[config.mk]
export PLATFORM = sky130hd
export DESIGN_NAME = same_header_relay_decoder_core_flat
export DESIGN_NICKNAME = d
export VERILOG_FILES = /design/src/rtl/shrd_pkg.sv /design/src/rtl/shrd_if.sv /design/src/rtl/same_header_relay_decoder_core.sv /design/src/flat_wrapper.sv
export SDC_FILE = /design/constraint.sdc
export NUM_CORES = 1
export LEC_CHECK = 0
export ABC_AREA = 1
export CAP_MARGIN = 5
export CORE_UTILIZATION = 35
export CTS_BUF_LIST = sky130_fd_sc_hd__clkbuf_2 sky130_fd_sc_hd__clkbuf_4 sky130_fd_sc_hd__clkbuf_8
export DETAILED_ROUTE_END_ITERATION = 10
export DONT_BUFFER_PORTS = 1
export HOLD_SLACK_MARGIN = 0.02
export MAX_ROUTING_LAYER = met4
export PLACE_DENSITY = 0.6
export REMOVE_ABC_BUFFERS = 1
export SLEW_MARGIN = 10
export SYNTH_ARGS = -nofsm -noshare
export SYNTH_HDL_FRONTEND = slang
export SYNTH_SLANG_ARGS = --single-unit
[constraint.sdc]
create_clock -name clk -period 12.7 [get_ports clk]
set_input_delay 0.635 -clock clk [delete_from_list [all_inputs] [get_ports clk]]
set_output_delay 0.635 -clock clk [all_outputs]
set_load 0.01 [all_outputs]
[src/rtl/shrd_pkg.sv]
// Package for the SAME header relay decoder: parse phases, character and
// code constants, the result record and the originator classifier.
// No dependencies.
package shrd_pkg;

  // Configuration port geometry and register indexes.
  localparam int CFG_IDX_W  = 3;
  localparam int CFG_DATA_W = 48;

  localparam logic [CFG_IDX_W-1:0] CFG_WATCH_0     = 3'd0;
  localparam logic [CFG_IDX_W-1:0] CFG_WATCH_1     = 3'd1;
  localparam logic [CFG_IDX_W-1:0] CFG_WATCH_2     = 3'd2;
  localparam logic [CFG_IDX_W-1:0] CFG_WATCH_3     = 3'd3;
  localparam logic [CFG_IDX_W-1:0] CFG_WATCH_COUNT = 3'd4;

  // Sizing constants.
  localparam int MAX_CODES   = 31;
  localparam int WATCH_SLOTS = 4;
  localparam logic [4:0] COUNT_CAP = (MAX_CODES < 31) ? 5'(MAX_CODES) : 5'd31;

  // ASCII characters used by the parser.
  localparam logic [7:0] CH_Z    = "Z";
  localparam logic [7:0] CH_C    = "C";
  localparam logic [7:0] CH_N    = "N";
  localparam logic [7:0] CH_DASH = "-";
  localparam logic [7:0] CH_PLUS = "+";
  localparam logic [7:0] CH_ONE  = "1";

  // Three-letter codes, first letter in the top byte.
  localparam logic [23:0] TXT_PEP = "PEP";
  localparam logic [23:0] TXT_CIV = "CIV";
  localparam logic [23:0] TXT_WXR = "WXR";
  localparam logic [23:0] TXT_EAS = "EAS";
  localparam logic [23:0] TXT_EAN = "EAN";
  localparam logic [23:0] TXT_NPT = "NPT";
  localparam logic [23:0] TXT_RWT = "RWT";

  // Originator codes as reported on the result channel.
  localparam logic [2:0] ORIG_PEP     = 3'd0;
  localparam logic [2:0] ORIG_CIV     = 3'd1;
  localparam logic [2:0] ORIG_WXR     = 3'd2;
  localparam logic [2:0] ORIG_EAS     = 3'd3;
  localparam logic [2:0] ORIG_EAN     = 3'd4;
  localparam logic [2:0] ORIG_INVALID = 3'd5;

  // Result kinds.
  localparam logic KIND_HEADER = 1'b0;
  localparam logic KIND_FOOTER = 1'b1;

  typedef enum logic [3:0] {
    PH_HUNT,
    PH_ODASH,
    PH_ORIG,
    PH_EDASH,
    PH_EVENT,
    PH_LDASH,
    PH_LOC,
    PH_PURGE,
    PH_IDASH,
    PH_ISSUE,
    PH_CDASH,
    PH_CALL,
    PH_FOOT1,
    PH_FOOT2
  } phase_t;

  typedef struct packed {
    logic        result_kind;
    logic        relay;
    logic [2:0]  originator;
    logic [23:0] event_code;
    logic [4:0]  code_count;
    logic        watch_hit;
    logic [31:0] purge_time;
    logic [55:0] issue_time;
  } res_t;

  function automatic logic [2:0] classify_orig(input logic [23:0] txt);
    logic [2:0] code;
    code = ORIG_INVALID;
    if (txt == TXT_PEP) code = ORIG_PEP;
    if (txt == TXT_CIV) code = ORIG_CIV;
    if (txt == TXT_WXR) code = ORIG_WXR;
    if (txt == TXT_EAS) code = ORIG_EAS;
    if (txt == TXT_EAN) code = ORIG_EAN;
    return code;
  endfunction

endpackage

[src/rtl/shrd_if.sv]
// Valid/ready channel interfaces of the SAME header relay decoder.
// Depends on nothing; payload widths follow the byte and result records.
interface shrd_in_if;
  logic       valid;
  logic       ready;
  logic [7:0] rx_byte;

  modport source (output valid, output rx_byte, input ready);
  modport sink (input valid, input rx_byte, output ready);
endinterface

interface shrd_out_if;
  logic        valid;
  logic        ready;
  logic        result_kind;
  logic        relay;
  logic [2:0]  originator;
  logic [23:0] event_code;
  logic [4:0]  code_count;
  logic        watch_hit;
  logic [31:0] purge_time;
  logic [55:0] issue_time;

  modport source (output valid, output result_kind, output relay, output originator,
                  output event_code, output code_count, output watch_hit,
                  output purge_time, output issue_time, input ready);
  modport sink (input valid, input result_kind, input relay, input originator,
                input event_code, input code_count, input watch_hit,
                input purge_time, input issue_time, output ready);
endinterface

[src/rtl/same_header_relay_decoder_core.sv]
// Each result is registered in a two-entry result buffer that feeds the output channel.
// One byte beat per cycle while a buffer slot is free; the parse state register updates
// once per beat and the buffer lets input flow while a finished result waits to be taken.
// Reset (rst_n low, synchronous) returns the parser to hunting, clears the flags, the
// watch registers and the result buffer. No clearing pass is needed.
module same_header_relay_decoder_core
  import shrd_pkg::*;
(
  input  logic                  clk,
  input  logic                  rst_n,
  shrd_in_if.sink               in_ch,
  shrd_out_if.source            out_ch,
  input  logic                  cfg_we,
  input  logic [CFG_IDX_W-1:0]  cfg_idx,
  input  logic [CFG_DATA_W-1:0] cfg_data
);

  // ---------------------------------------------------------------------------
  // Configuration registers: four watched location codes and the number in use.
  // ---------------------------------------------------------------------------
  logic [47:0] watch_r [4];
  logic [2:0]  wcount_r;

  always_ff @(posedge clk) begin
    if (!rst_n) begin
      for (int i = 0; i < 4; i++) watch_r[i] <= '0;
      wcount_r <= '0;
    end else if (cfg_we) begin
      case (cfg_idx)
        CFG_WATCH_0:     watch_r[0] <= cfg_data;
        CFG_WATCH_1:     watch_r[1] <= cfg_data;
        CFG_WATCH_2:     watch_r[2] <= cfg_data;
        CFG_WATCH_3:     watch_r[3] <= cfg_data;
        CFG_WATCH_COUNT: wcount_r   <= cfg_data[2:0];
        default: begin
        end
      endcase
    end
  end

  // Watch counts above the number of slots behave as a full set of slots.
  logic [2:0] wlimit;
  assign wlimit = (wcount_r > 3'(WATCH_SLOTS)) ? 3'(WATCH_SLOTS) : wcount_r;

  // ---------------------------------------------------------------------------
  // Parser state.
  // ---------------------------------------------------------------------------
  phase_t      phase_r, phase_nxt;
  logic [2:0]  pos_r, pos_nxt;
  logic [47:0] shift_r, shift_nxt;
  logic [2:0]  orig_r, orig_nxt;
  logic [23:0] event_r, event_nxt;
  logic [31:0] purge_r, purge_nxt;
  logic [55:0] issue_r, issue_nxt;
  logic [4:0]  count_r, count_nxt;
  logic        relay_r, relay_nxt;
  logic        hit_r, hit_nxt;

  logic        in_fire;
  logic [7:0]  rx;
  logic        emit;
  logic        emit_kind;

  assign rx = in_ch.rx_byte;

  // Bytes shifted into the originator and event accumulators.
  logic [23:0] orig_txt;
  logic [23:0] event_txt;
  logic [2:0]  orig_class;
  logic        is_sep;
  logic        hunt_match;
  logic        code_done;
  logic        code_hit;

  assign orig_txt   = {shift_r[15:0], rx};
  assign event_txt  = {event_r[15:0], rx};
  assign orig_class = classify_orig(orig_txt);
  assign is_sep     = (rx == CH_DASH) || (rx == CH_PLUS);
  assign hunt_match = (pos_r < 3'd4) && (rx == (pos_r[0] ? CH_C : CH_Z));
  // A location code counts only when it held exactly six bytes.
  assign code_done  = is_sep && (pos_r == 3'd6);

  // The completed code is compared against every active watch slot at once.
  always_comb begin
    code_hit = 1'b0;
    for (int i = 0; i < 4; i++) begin
      if ((i < WATCH_SLOTS) && (3'(i) < wlimit) && (shift_r == watch_r[i])) code_hit = 1'b1;
    end
  end

  // Next parse phase.
  always_comb begin
    phase_nxt = phase_r;
    if (in_fire) begin
      case (phase_r)
        PH_HUNT:  if (hunt_match && (pos_r == 3'd3)) phase_nxt = PH_ODASH;
        PH_ODASH: phase_nxt = PH_ORIG;
        PH_ORIG: begin
          if (pos_r >= 3'd2) phase_nxt = (orig_class == ORIG_INVALID) ? PH_HUNT : PH_EDASH;
        end
        PH_EDASH: phase_nxt = PH_EVENT;
        PH_EVENT: if (pos_r >= 3'd2) phase_nxt = PH_LDASH;
        PH_LDASH: phase_nxt = PH_LOC;
        PH_LOC:   if (rx == CH_PLUS) phase_nxt = PH_PURGE;
        PH_PURGE: if (pos_r >= 3'd3) phase_nxt = PH_IDASH;
        PH_IDASH: phase_nxt = PH_ISSUE;
        PH_ISSUE: if (pos_r >= 3'd6) phase_nxt = PH_CDASH;
        PH_CDASH: phase_nxt = PH_CALL;
        PH_CALL:  if (rx == CH_DASH) phase_nxt = relay_nxt ? PH_FOOT1 : PH_HUNT;
        PH_FOOT1: if (rx == CH_N) phase_nxt = PH_FOOT2;
        PH_FOOT2: phase_nxt = (rx == CH_N) ? PH_HUNT : PH_FOOT1;
        default:  phase_nxt = PH_HUNT;
      endcase
    end
  end

  // Datapath updates and result emission for the beat being accepted.
  always_comb begin
    pos_nxt   = pos_r;
    shift_nxt = shift_r;
    orig_nxt  = orig_r;
    event_nxt = event_r;
    purge_nxt = purge_r;
    issue_nxt = issue_r;
    count_nxt = count_r;
    relay_nxt = relay_r;
    hit_nxt   = hit_r;
    emit      = 1'b0;
    emit_kind = KIND_HEADER;
    if (in_fire) begin
      case (phase_r)
        PH_HUNT: begin
          if (hunt_match) begin
            if (pos_r == 3'd3) begin
              // A full start marker clears every header register.
              pos_nxt   = '0;
              shift_nxt = '0;
              orig_nxt  = '0;
              event_nxt = '0;
              purge_nxt = '0;
              issue_nxt = '0;
              count_nxt = '0;
              relay_nxt = 1'b0;
              hit_nxt   = 1'b0;
            end else begin
              pos_nxt = pos_r + 3'd1;
            end
          end else begin
            // A stray 'Z' may itself begin a new marker.
            pos_nxt = (rx == CH_Z) ? 3'd1 : 3'd0;
          end
        end
        PH_ODASH, PH_LDASH: begin
          pos_nxt   = '0;
          shift_nxt = '0;
        end
        PH_ORIG: begin
          shift_nxt = {shift_r[39:0], rx};
          pos_nxt   = pos_r + 3'd1;
          if (pos_r >= 3'd2) begin
            orig_nxt  = orig_class;
            shift_nxt = '0;
            pos_nxt   = '0;
            if (orig_class == ORIG_INVALID) begin
              // An unknown originator is reported at once and never relays.
              relay_nxt = 1'b0;
              emit      = 1'b1;
            end
          end
        end
        PH_EDASH, PH_IDASH: pos_nxt = '0;
        PH_EVENT: begin
          event_nxt = event_txt;
          pos_nxt   = pos_r + 3'd1;
          if (pos_r >= 3'd2) begin
            if ((event_txt == TXT_EAN) || (event_txt == TXT_NPT)) relay_nxt = 1'b1;
            pos_nxt = '0;
          end
        end
        PH_LOC: begin
          if (is_sep) begin
            if (code_done) begin
              if (count_r < COUNT_CAP) count_nxt = count_r + 5'd1;
              if (shift_r[47:40] == CH_ONE) relay_nxt = 1'b1;
              if (code_hit) begin
                hit_nxt   = 1'b1;
                relay_nxt = 1'b1;
              end
            end
            pos_nxt   = '0;
            shift_nxt = '0;
          end else if (pos_r < 3'd6) begin
            shift_nxt = {shift_r[39:0], rx};
            pos_nxt   = pos_r + 3'd1;
          end else begin
            // Over-long code: park the position so it can never count.
            pos_nxt = 3'd7;
          end
        end
        PH_PURGE: begin
          purge_nxt = {purge_r[23:0], rx};
          pos_nxt   = (pos_r >= 3'd3) ? 3'd0 : pos_r + 3'd1;
        end
        PH_ISSUE: begin
          issue_nxt = {issue_r[47:0], rx};
          pos_nxt   = (pos_r >= 3'd6) ? 3'd0 : pos_r + 3'd1;
        end
        PH_CDASH: begin
        end
        PH_CALL: begin
          if (rx == CH_DASH) begin
            // The required weekly test overrides every other relay reason.
            if (event_r == TXT_RWT) relay_nxt = 1'b0;
            pos_nxt = '0;
            emit    = 1'b1;
          end
        end
        PH_FOOT1: begin
        end
        PH_FOOT2: begin
          if (rx == CH_N) begin
            pos_nxt   = '0;
            emit      = 1'b1;
            emit_kind = KIND_FOOTER;
          end
        end
        default: pos_nxt = '0;
      endcase
    end
  end

  always_ff @(posedge clk) begin
    if (!rst_n) begin
      phase_r <= PH_HUNT;
      pos_r   <= '0;
      count_r <= '0;
      relay_r <= 1'b0;
      hit_r   <= 1'b0;
    end else begin
      phase_r <= phase_nxt;
      pos_r   <= pos_nxt;
      count_r <= count_nxt;
      relay_r <= relay_nxt;
      hit_r   <= hit_nxt;
    end
  end

  // Header text registers are cleared by every start marker, so they need no reset.
  always_ff @(posedge clk) begin
    shift_r <= shift_nxt;
    orig_r  <= orig_nxt;
    event_r <= event_nxt;
    purge_r <= purge_nxt;
    issue_r <= issue_nxt;
  end

  // ---------------------------------------------------------------------------
  // Two-entry result buffer. Each beat causes at most one result, so input is
  // taken whenever a slot is free, even while the head result is stalled.
  // ---------------------------------------------------------------------------
  res_t       new_res;
  res_t       head_r, tail_r;
  logic [1:0] cnt_r;
  logic       push, pop;

  always_comb begin
    new_res.result_kind = emit_kind;
    new_res.relay       = relay_nxt;
    new_res.originator  = orig_nxt;
    new_res.event_code  = event_nxt;
    new_res.code_count  = count_nxt;
    new_res.watch_hit   = hit_nxt;
    new_res.purge_time  = purge_nxt;
    new_res.issue_time  = issue_nxt;
  end

  assign in_ch.ready = (cnt_r != 2'd2);
  assign in_fire     = in_ch.valid && in_ch.ready;
  assign push        = in_fire && emit;
  assign pop         = out_ch.valid && out_ch.ready;

  always_ff @(posedge clk) begin
    if (!rst_n) begin
      cnt_r <= '0;
    end else begin
      case ({push, pop})
        2'b10:   cnt_r <= cnt_r + 2'd1;
        2'b01:   cnt_r <= cnt_r - 2'd1;
        default: cnt_r <= cnt_r;
      endcase
    end
  end

  always_ff @(posedge clk) begin
    case ({push, pop})
      2'b10: begin
        if (cnt_r == 2'd0) head_r <= new_res;
        else tail_r <= new_res;
      end
      2'b01: head_r <= tail_r;
      2'b11: begin
        if (cnt_r == 2'd1) begin
          head_r <= new_res;
        end else begin
          head_r <= tail_r;
          tail_r <= new_res;
        end
      end
      default: begin
      end
    endcase
  end

  assign out_ch.valid       = (cnt_r != 2'd0);
  assign out_ch.result_kind = head_r.result_kind;
  assign out_ch.relay       = head_r.relay;
  assign out_ch.originator  = head_r.originator;
  assign out_ch.event_code  = head_r.event_code;
  assign out_ch.code_count  = head_r.code_count;
  assign out_ch.watch_hit   = head_r.watch_hit;
  assign out_ch.purge_time  = head_r.purge_time;
  assign out_ch.issue_time  = head_r.issue_time;

endmodule

[src/flat_wrapper.sv]
// flat-port wrapper written by rule: the top's interface ports become plain ports
module same_header_relay_decoder_core_flat import shrd_pkg::*;
  (clk, rst_n, cfg_we, cfg_idx, cfg_data, in_ch_valid, in_ch_rx_byte, in_ch_ready, out_ch_valid, out_ch_result_kind, out_ch_relay, out_ch_originator, out_ch_event_code, out_ch_code_count, out_ch_watch_hit, out_ch_purge_time, out_ch_issue_time, out_ch_ready);
  shrd_in_if in_ch_i ();
  shrd_out_if out_ch_i ();
  input  logic clk;
  input  logic rst_n;
  input  logic cfg_we;
  input  logic [CFG_IDX_W-1:0] cfg_idx;
  input  logic [CFG_DATA_W-1:0] cfg_data;
  input wire logic [$bits(in_ch_i.valid)-1:0] in_ch_valid;
  input wire logic [$bits(in_ch_i.rx_byte)-1:0] in_ch_rx_byte;
  output wire logic [$bits(in_ch_i.ready)-1:0] in_ch_ready;
  output wire logic [$bits(out_ch_i.valid)-1:0] out_ch_valid;
  output wire logic [$bits(out_ch_i.result_kind)-1:0] out_ch_result_kind;
  output wire logic [$bits(out_ch_i.relay)-1:0] out_ch_relay;
  output wire logic [$bits(out_ch_i.originator)-1:0] out_ch_originator;
  output wire logic [$bits(out_ch_i.event_code)-1:0] out_ch_event_code;
  output wire logic [$bits(out_ch_i.code_count)-1:0] out_ch_code_count;
  output wire logic [$bits(out_ch_i.watch_hit)-1:0] out_ch_watch_hit;
  output wire logic [$bits(out_ch_i.purge_time)-1:0] out_ch_purge_time;
  output wire logic [$bits(out_ch_i.issue_time)-1:0] out_ch_issue_time;
  input wire logic [$bits(out_ch_i.ready)-1:0] out_ch_ready;
  assign in_ch_i.valid = in_ch_valid;
  assign in_ch_i.rx_byte = in_ch_rx_byte;
  assign in_ch_ready = in_ch_i.ready;
  assign out_ch_valid = out_ch_i.valid;
  assign out_ch_result_kind = out_ch_i.result_kind;
  assign out_ch_relay = out_ch_i.relay;
  assign out_ch_originator = out_ch_i.originator;
  assign out_ch_event_code = out_ch_i.event_code;
  assign out_ch_code_count = out_ch_i.code_count;
  assign out_ch_watch_hit = out_ch_i.watch_hit;
  assign out_ch_purge_time = out_ch_i.purge_time;
  assign out_ch_issue_time = out_ch_i.issue_time;
  assign out_ch_i.ready = out_ch_ready;
  same_header_relay_decoder_core u_core (.clk(clk), .rst_n(rst_n), .in_ch(in_ch_i), .out_ch(out_ch_i), .cfg_we(cfg_we), .cfg_idx(cfg_idx), .cfg_data(cfg_data));
endmodule
# After elaboration in Yosys (flattened, before gate mapping)
# Memories as Yosys holds them, arrays and structs flattened.
# Index checks and enable logic that the tools add are counted.
# word_totals
ff_bits,428
mem_bits_rw,192
inputBits,64
out_inout_bits,125
word_cells,257
n_memories,1
# memory_table
memory,depth,word_bits,rd,rd_clocked_by_memory_dff,wr,line,source
u_core.watch_r,4,48,4,0,4,same_header_relay_decoder_core.sv:21,logic [47:0] watch_r [4];
# classes
add_sub_neg,4
magnitude_cmp,11
eq_ne,58
n_mux,121
bitwise_logic,5
n_reduce_logical,29
# op_table
cell,n
123-bit two-way mux,4
48-bit two-way mux,9
123-bit case mux with 3 select lines,1
123-bit case mux with 2 select lines,1
24-bit by 23-bit equality test with 1-bit output (second input constant),8
48-bit equality test,4
48-bit case mux with 4 select lines,1
56-bit two-way mux,3
56-bit case mux with 2 select lines,1
32-bit two-way mux,3
24-bit two-way mux,3
32-bit case mux with 2 select lines,1
3-bit two-way mux,19
4-bit case mux with 14 select lines,1
1-bit two-way mux,48
24-bit case mux with 2 select lines,1
4-bit two-way mux,10
5-bit two-way mux,7
4-bit equality test (second input constant),6
8-bit by 6-bit equality test with 1-bit output (second input constant),3
2-bit by 1-bit inequality test with 1-bit output (second input constant),12
3-bit case mux with 8 select lines,1
4-bit by 3-bit equality test with 1-bit output (second input constant),4
8-bit by 7-bit equality test with 1-bit output (second input constant),2
44 further kinds,75

# Logic depth before layout (Yosys ltp)
# logic_depth
depth_word,16
depth_mapped,21
depth_no_buf,20

# Worst setup path before layout
# OpenSTA, ideal clock, no wires.
# synth_path
kind,input port to flip-flop
from,in in_ch_rx_byte[7]
to,"reg u_core.head_r (netlist bit u_core.out_ch.code_count[0]), enable pin"
setup_ns,0.775
t_arrival_ns,10.349
t_required_ns,11.925
path_slack_ns,1.576
stages,14
n_path_buf,0
cell_sequence,inv_1 -> nand2_1 -> inv_1 -> nand3_1 -> nor3_1 -> nand3_1 -> nand2_1 -> nor2_1 -> nand4_1 -> o211ai_1 -> inv_1 -> nor2_1 -> inv_1 -> o21ai_0
# synth_via
elab_chain_len,15
elab_cells_between_ends,26
cone_classes,12 x eq/ne; 11 x mux; 3 x reduce/logical
# synth_lines
element,line,source
"start, declared",flat_wrapper.sv:12,input wire logic [$bits(in_ch_i.rx_byte)-1:0] in_ch_rx_byte;
24-bit by 23-bit equality test with 1-bit output,shrd_pkg.sv:81,if (txt == TXT_PEP) code = ORIG_PEP;
3-bit two-way mux,shrd_pkg.sv:81,
3-bit two-way mux,shrd_pkg.sv:82,if (txt == TXT_CIV) code = ORIG_CIV;
3-bit two-way mux,shrd_pkg.sv:83,if (txt == TXT_WXR) code = ORIG_WXR;
3-bit two-way mux,shrd_pkg.sv:84,if (txt == TXT_EAS) code = ORIG_EAS;
3-bit two-way mux,shrd_pkg.sv:85,if (txt == TXT_EAN) code = ORIG_EAN;
3-bit equality test,same_header_relay_decoder_core.sv:164,if (orig_class == ORIG_INVALID) begin
1-bit two-way mux,same_header_relay_decoder_core.sv:164,
1-bit two-way mux,same_header_relay_decoder_core.sv:160,if (pos_r >= 3'd2) begin
1-bit case mux with 3 select lines *,same_header_relay_decoder_core.sv:131,case (phase_r)
1-bit two-way mux *,same_header_relay_decoder_core.sv:130,if (in_fire) begin
1-bit logical AND *,same_header_relay_decoder_core.sv:279,assign push = in_fire && emit;
2-bit equality test or 2-bit by 1-bit equality test with 1-bit output (tied branches),same_header_relay_decoder_core.sv:295,"case ({push, pop})"
2-bit by 1-bit inequality test with 1-bit output (no line) or 3-bit nonzero test (tied branches),--,
2-bit AND reduction (no line) *,--,
"end signal, assigned",same_header_relay_decoder_core.sv:297,if (cnt_r == 2'd0) head_r <= new_res;
"end signal, assigned",same_header_relay_decoder_core.sv:300,2'b01: head_r <= tail_r;
"end signal, assigned",same_header_relay_decoder_core.sv:303,head_r <= new_res;
"end, declared",same_header_relay_decoder_core.sv:262,"res_t head_r, tail_r;"
# Mark *: on every way between the ends. The rest lies on a longest branch, timed or not.
# A chain may end at the register's enable or synchronous reset.

# Final worst setup path
# layout_path
from,reg u_core.shift_r[15]
to,"reg u_core.tail_r[34] in the netlist's numbering, enable pin"
# layout_via
elab_chain_len,15
elab_cells_between_ends,22
cone_classes,10 x eq/ne; 9 x mux; 3 x reduce/logical
# layout_lines
element,line,source
"start, declared",same_header_relay_decoder_core.sv:50,"logic [47:0] shift_r, shift_nxt;"
"start signal, assigned",same_header_relay_decoder_core.sv:250,shift_r <= shift_nxt;
24-bit by 23-bit equality test with 1-bit output,shrd_pkg.sv:81,
3-bit two-way mux,shrd_pkg.sv:81,
3-bit two-way mux,shrd_pkg.sv:82,
3-bit two-way mux,shrd_pkg.sv:83,
3-bit two-way mux,shrd_pkg.sv:84,
3-bit two-way mux *,shrd_pkg.sv:85,
3-bit equality test *,same_header_relay_decoder_core.sv:164,
1-bit two-way mux *,same_header_relay_decoder_core.sv:164,
1-bit two-way mux *,same_header_relay_decoder_core.sv:160,
1-bit case mux with 3 select lines *,same_header_relay_decoder_core.sv:131,
1-bit two-way mux *,same_header_relay_decoder_core.sv:130,
1-bit logical AND *,same_header_relay_decoder_core.sv:279,
2-bit equality test,same_header_relay_decoder_core.sv:295,
2-bit inequality test (no line) or 2-bit nonzero test (tied branches),--,
3-bit AND reduction (no line) *,--,
"end signal, assigned",same_header_relay_decoder_core.sv:298,else tail_r <= new_res;
"end signal, assigned",same_header_relay_decoder_core.sv:306,tail_r <= new_res;
"end, declared",same_header_relay_decoder_core.sv:262,
# Marks and branches as above.

==> impl_metrics.tcl <==
set metrics [dict create \
    status "complete, no violations" \
    crit_path_frequent_cell "inv_1" \
    drc 0 \
    total_power_uw 4400 \
    synth_most_common_cell "nand2_1" \
    finalHoldViolCount 0 \
    r2r_cells 18 \
    drt-total-wl_um 82100 \
    ys_warn_count 0 \
    grt_pass1_vias 18593 \
    leakagePower_uw 0.0128 \
    clockRootBuffer "clkbuf_8" \
    net-switching-power_uw 1060 \
    cts-resized-gates 0 \
    core-area_um2 76300 \
    io_buffers 0 \
    track_usage 0.214 \
    synth_common_cells "nand2_1 (569), edfxtp_1 (486), nor2_1 (438), inv_1 (388), dfxtp_1 (134)" \
    finalSetupTns_ns 0 \
    cts_sinks 620 \
    hold_class "primary input to register" \
    max-vdd-ir-drop_mv 0.0942 \
    multi_input_comb_area_um2 8070 \
    fp.dieW_um 280 \
    finalSetupViolCount 0 \
    synth_edf_count 486 \
    fillers 7471 \
    clk_path_buf_depth 3 \
    worstPathRequired_ns 13.03 \
    rsz0062_at_grt "false" \
    relSlewSlack 0.368 \
    tightestPinTransition_ns 0.949 \
    layout-drive-gt1-share 0.0896 \
    min_period_ns 4.65 \
    end_kind "register" \
    clock_latency_ns 0.75 \
    vias 19270 \
    synth_async_sr_flop_share 0 \
    crit_fanout 68 \
    holdPathStages 2 \
    final_nets 2822 \
    seqCellArea_um2 17300 \
    fin_skew_ns 0.0591 \
    r2r-start "u_core.shift_r[15]$_DFFE_PP_" \
    htreeDepth 3 \
    max_freq_mhz 215 \
    synth_cell_types 58 \
    grt_overflow 0 \
    clkTransAtPathRegs_ns 0.08 \
    synth_top_cell_by_area "edfxtp_1" \
    ant_nets 0 \
    cts_made_buffers 99 \
    synth.avg_cell_area_um2 10.0 \
    dr.pass1.iters 6 \
    synth.top_cell.area_share 0.538 \
    combPwrFrac 0.050 \
    fin_crit_sh 0.366 \
    holdWs_ns 0.0761 \
    internal_power_uw 3340 \
    switching_share 0.240 \
    final_cells 3873 \
    seqPwrFrac 0.526 \
    powerDensity_nw_per_um2 144 \
    ios 189 \
    grt_max_degree 72 \
    netlist_area_um2 27100 \
    worstHoldStart "rst_n" \
    clock_power_share 0.424 \
    vias_per_cell 4.98 \
    hold-path-endpoint "u_core.wcount_r[0]$_SDFFE_PN0P_" \
    r2r_end "u_core.tail_r[34]$_DFFE_PP_" \
    std_cell_rows 101 \
    chipHeight_um 280 \
    slowest_delay_ns 0.86 \
    slowest_stage "buf_4" \
    grt_pass1_wl_um 121000 \
    start_kind "register" \
    start_util 0.356 \
    cts_tree "done" \
    hpwl_um 57800 \
    ys_top_cells_by_area "edfxtp_1 (54%), dfxtp_1 (9.9%), nand2_1 (7.9%)" \
    rrSetupSlack_ns 8.05 \
    place_inst 3676 \
    maxCapViolCount 0 \
    synth_ff_type "edfxtp_1" \
    wl_per_cell_um 21.2 \
    ys_ff_latch 620 \
    area_growth_pct 12.5 \
    path_cells "inv_1 -> nand3_1 -> nor2_1 -> nand2_1 -> inv_1 -> nand3_1 -> nand2_1 -> nor2_1 -> nand4_1 -> o211ai_1 -> inv_1 -> nor2_1 -> ha_1 -> inv_1 -> or2_2 -> a22oi_2 -> buf_4 -> buf_4" \
    initialDrtViolationCount 1945 \
    critPathKind "register to register" \
    die_area_um2 78600 \
    antenna_found_initial 9 \
    worstPathArrival_ns 4.98 \
    slew_violations 0 \
    synthCells 2709 \
    globalplace.congestion 1.01 \
    ys_seq_area_frac 0.637 \
]
[cell families after synthesis]
group,synth area share
and+or+nand+nor,0.182
DFF,0.637
buffers and inverters,0.0687
AOI/OAI and AO/OA,0.0853
xor gates and xnor gates,0.0223
adders and majority gates,0.00461
[power by group through the flow]
stage	Sequential, µW	Combinational, µW	Clock (µW)
6_report	2320	221	1870
5_1_grt	2320	243	1990
4_1_cts	2320	220	1910
3_5_place_dp	2360	219	0
3_3_place_gp	2360	217	0
2_1_floorplan	2350	139	0
[cell type report]
cell class                 instances  share of cell area
clock buffer                     149              0.0590
tap                             1030              0.0422
timing repair buffer              21             0.00525
sequential                       620               0.566
antenna                            9            0.000738
inverter                         399              0.0491
clock inverter                    38              0.0133
multi-input combinational       1607               0.264
[worst max-delay path, delay by kind of cell, from the launching register on]
family	cells	cell delay [ns]
flops	1	0.45
fa+ha+maj	1	0.26
simple gates	9	1.35
compound gates	2	0.28
buf+inv	6	1.82
[metal layers]
metal | routed length, µm | track usage | up-vias
met5 | 0 | - | -
met4 | 1760 | 0.0590 | 0
met3 | 7250 | 0.0508 | 124
met2 | 36900 | 0.320 | 765
met1 | 36200 | 0.289 | 9238
li1 | - | - | 9143
[stage by stage]
stage	cell area, µm²	setup WS, ns	utilization
after detailed placement	28300	7.87	0.371
final	30500	8.05	0.400
after global placement	28300	7.94	0.371
after global routing	30500	7.68	0.400
after CTS	30500	8.02	0.400
after floorplan	26800	1.58	-
[state kept, by name (all words and copies together) (netlist names), 2 cells and up]
name / cells
u_core.watch_r: 192
u_core.out_ch.issue_time: 56
u_core.tail_r: 123
u_core.phase_r: 4
u_core.pos_r: 3
u_core.cnt_r: 2
u_core.count_r: 5
u_core.out_ch.code_count: 5
u_core.out_ch.purge_time: 32
u_core.issue_r: 56
u_core.orig_r: 3
u_core.wcount_r: 3
u_core.out_ch.event_code: 24
u_core.event_r: 24
u_core.shift_r: 48
u_core.out_ch.originator: 3
u_core.purge_r: 32
[what timing repair did]
action / in CTS / in global routing
buffers inserted: 0 / 0
hold buffers: 1 / 0
endpoints found under the hold margin: 1 / 0
[cells in the final DEF, fill, tap and decap left out, drive strengths merged, types with 4 or more instances in the layout]
master,netlist,layout
edfxtp,486,486
nor3,31,31
a21oi,25,25
nor2,442,442
nand3b,5,5
dfxtp,134,134
o31ai,4,4
bufinv,0,5
and2,4,4
ha,10,10
o22ai,56,56
buf,16,20
clkinv,3,31
or2,6,6
xor2,36,36
nand3,49,49
nand4,51,51
a22o,72,72
nor3b,11,11
a22oi,48,48
nand2,573,573
o21ai,112,112
clkbuf,67,149
inv,396,400
xnor2,33,33
diode,0,9
nor4,23,23
[worst max path at each step]
| stage | start | to | cells past startpoint | slack [ns] |
|---|---|---|---|---|
| after floorplan | in_ch_rx_byte[7] | u_core.out_ch.code_count[0]$_DFFE_PP_ | 14 | 1.58 |
| after global placement | in_ch_rx_byte[7] | u_core.tail_r[43]$_DFFE_PP_ | 18 | 7.94 |
| after global routing | u_core.shift_r[5]$_DFFE_PP_ | u_core.tail_r[22]$_DFFE_PP_ | 18 | 7.68 |
| after CTS | u_core.shift_r[15]$_DFFE_PP_ | u_core.tail_r[22]$_DFFE_PP_ | 18 | 8.02 |
| after detailed placement | in_ch_rx_byte[7] | u_core.tail_r[22]$_DFFE_PP_ | 18 | 7.87 |
| final | u_core.shift_r[15]$_DFFE_PP_ | u_core.tail_r[34]$_DFFE_PP_ | 18 | 8.05 |
(Power assumes the default switching activity.)
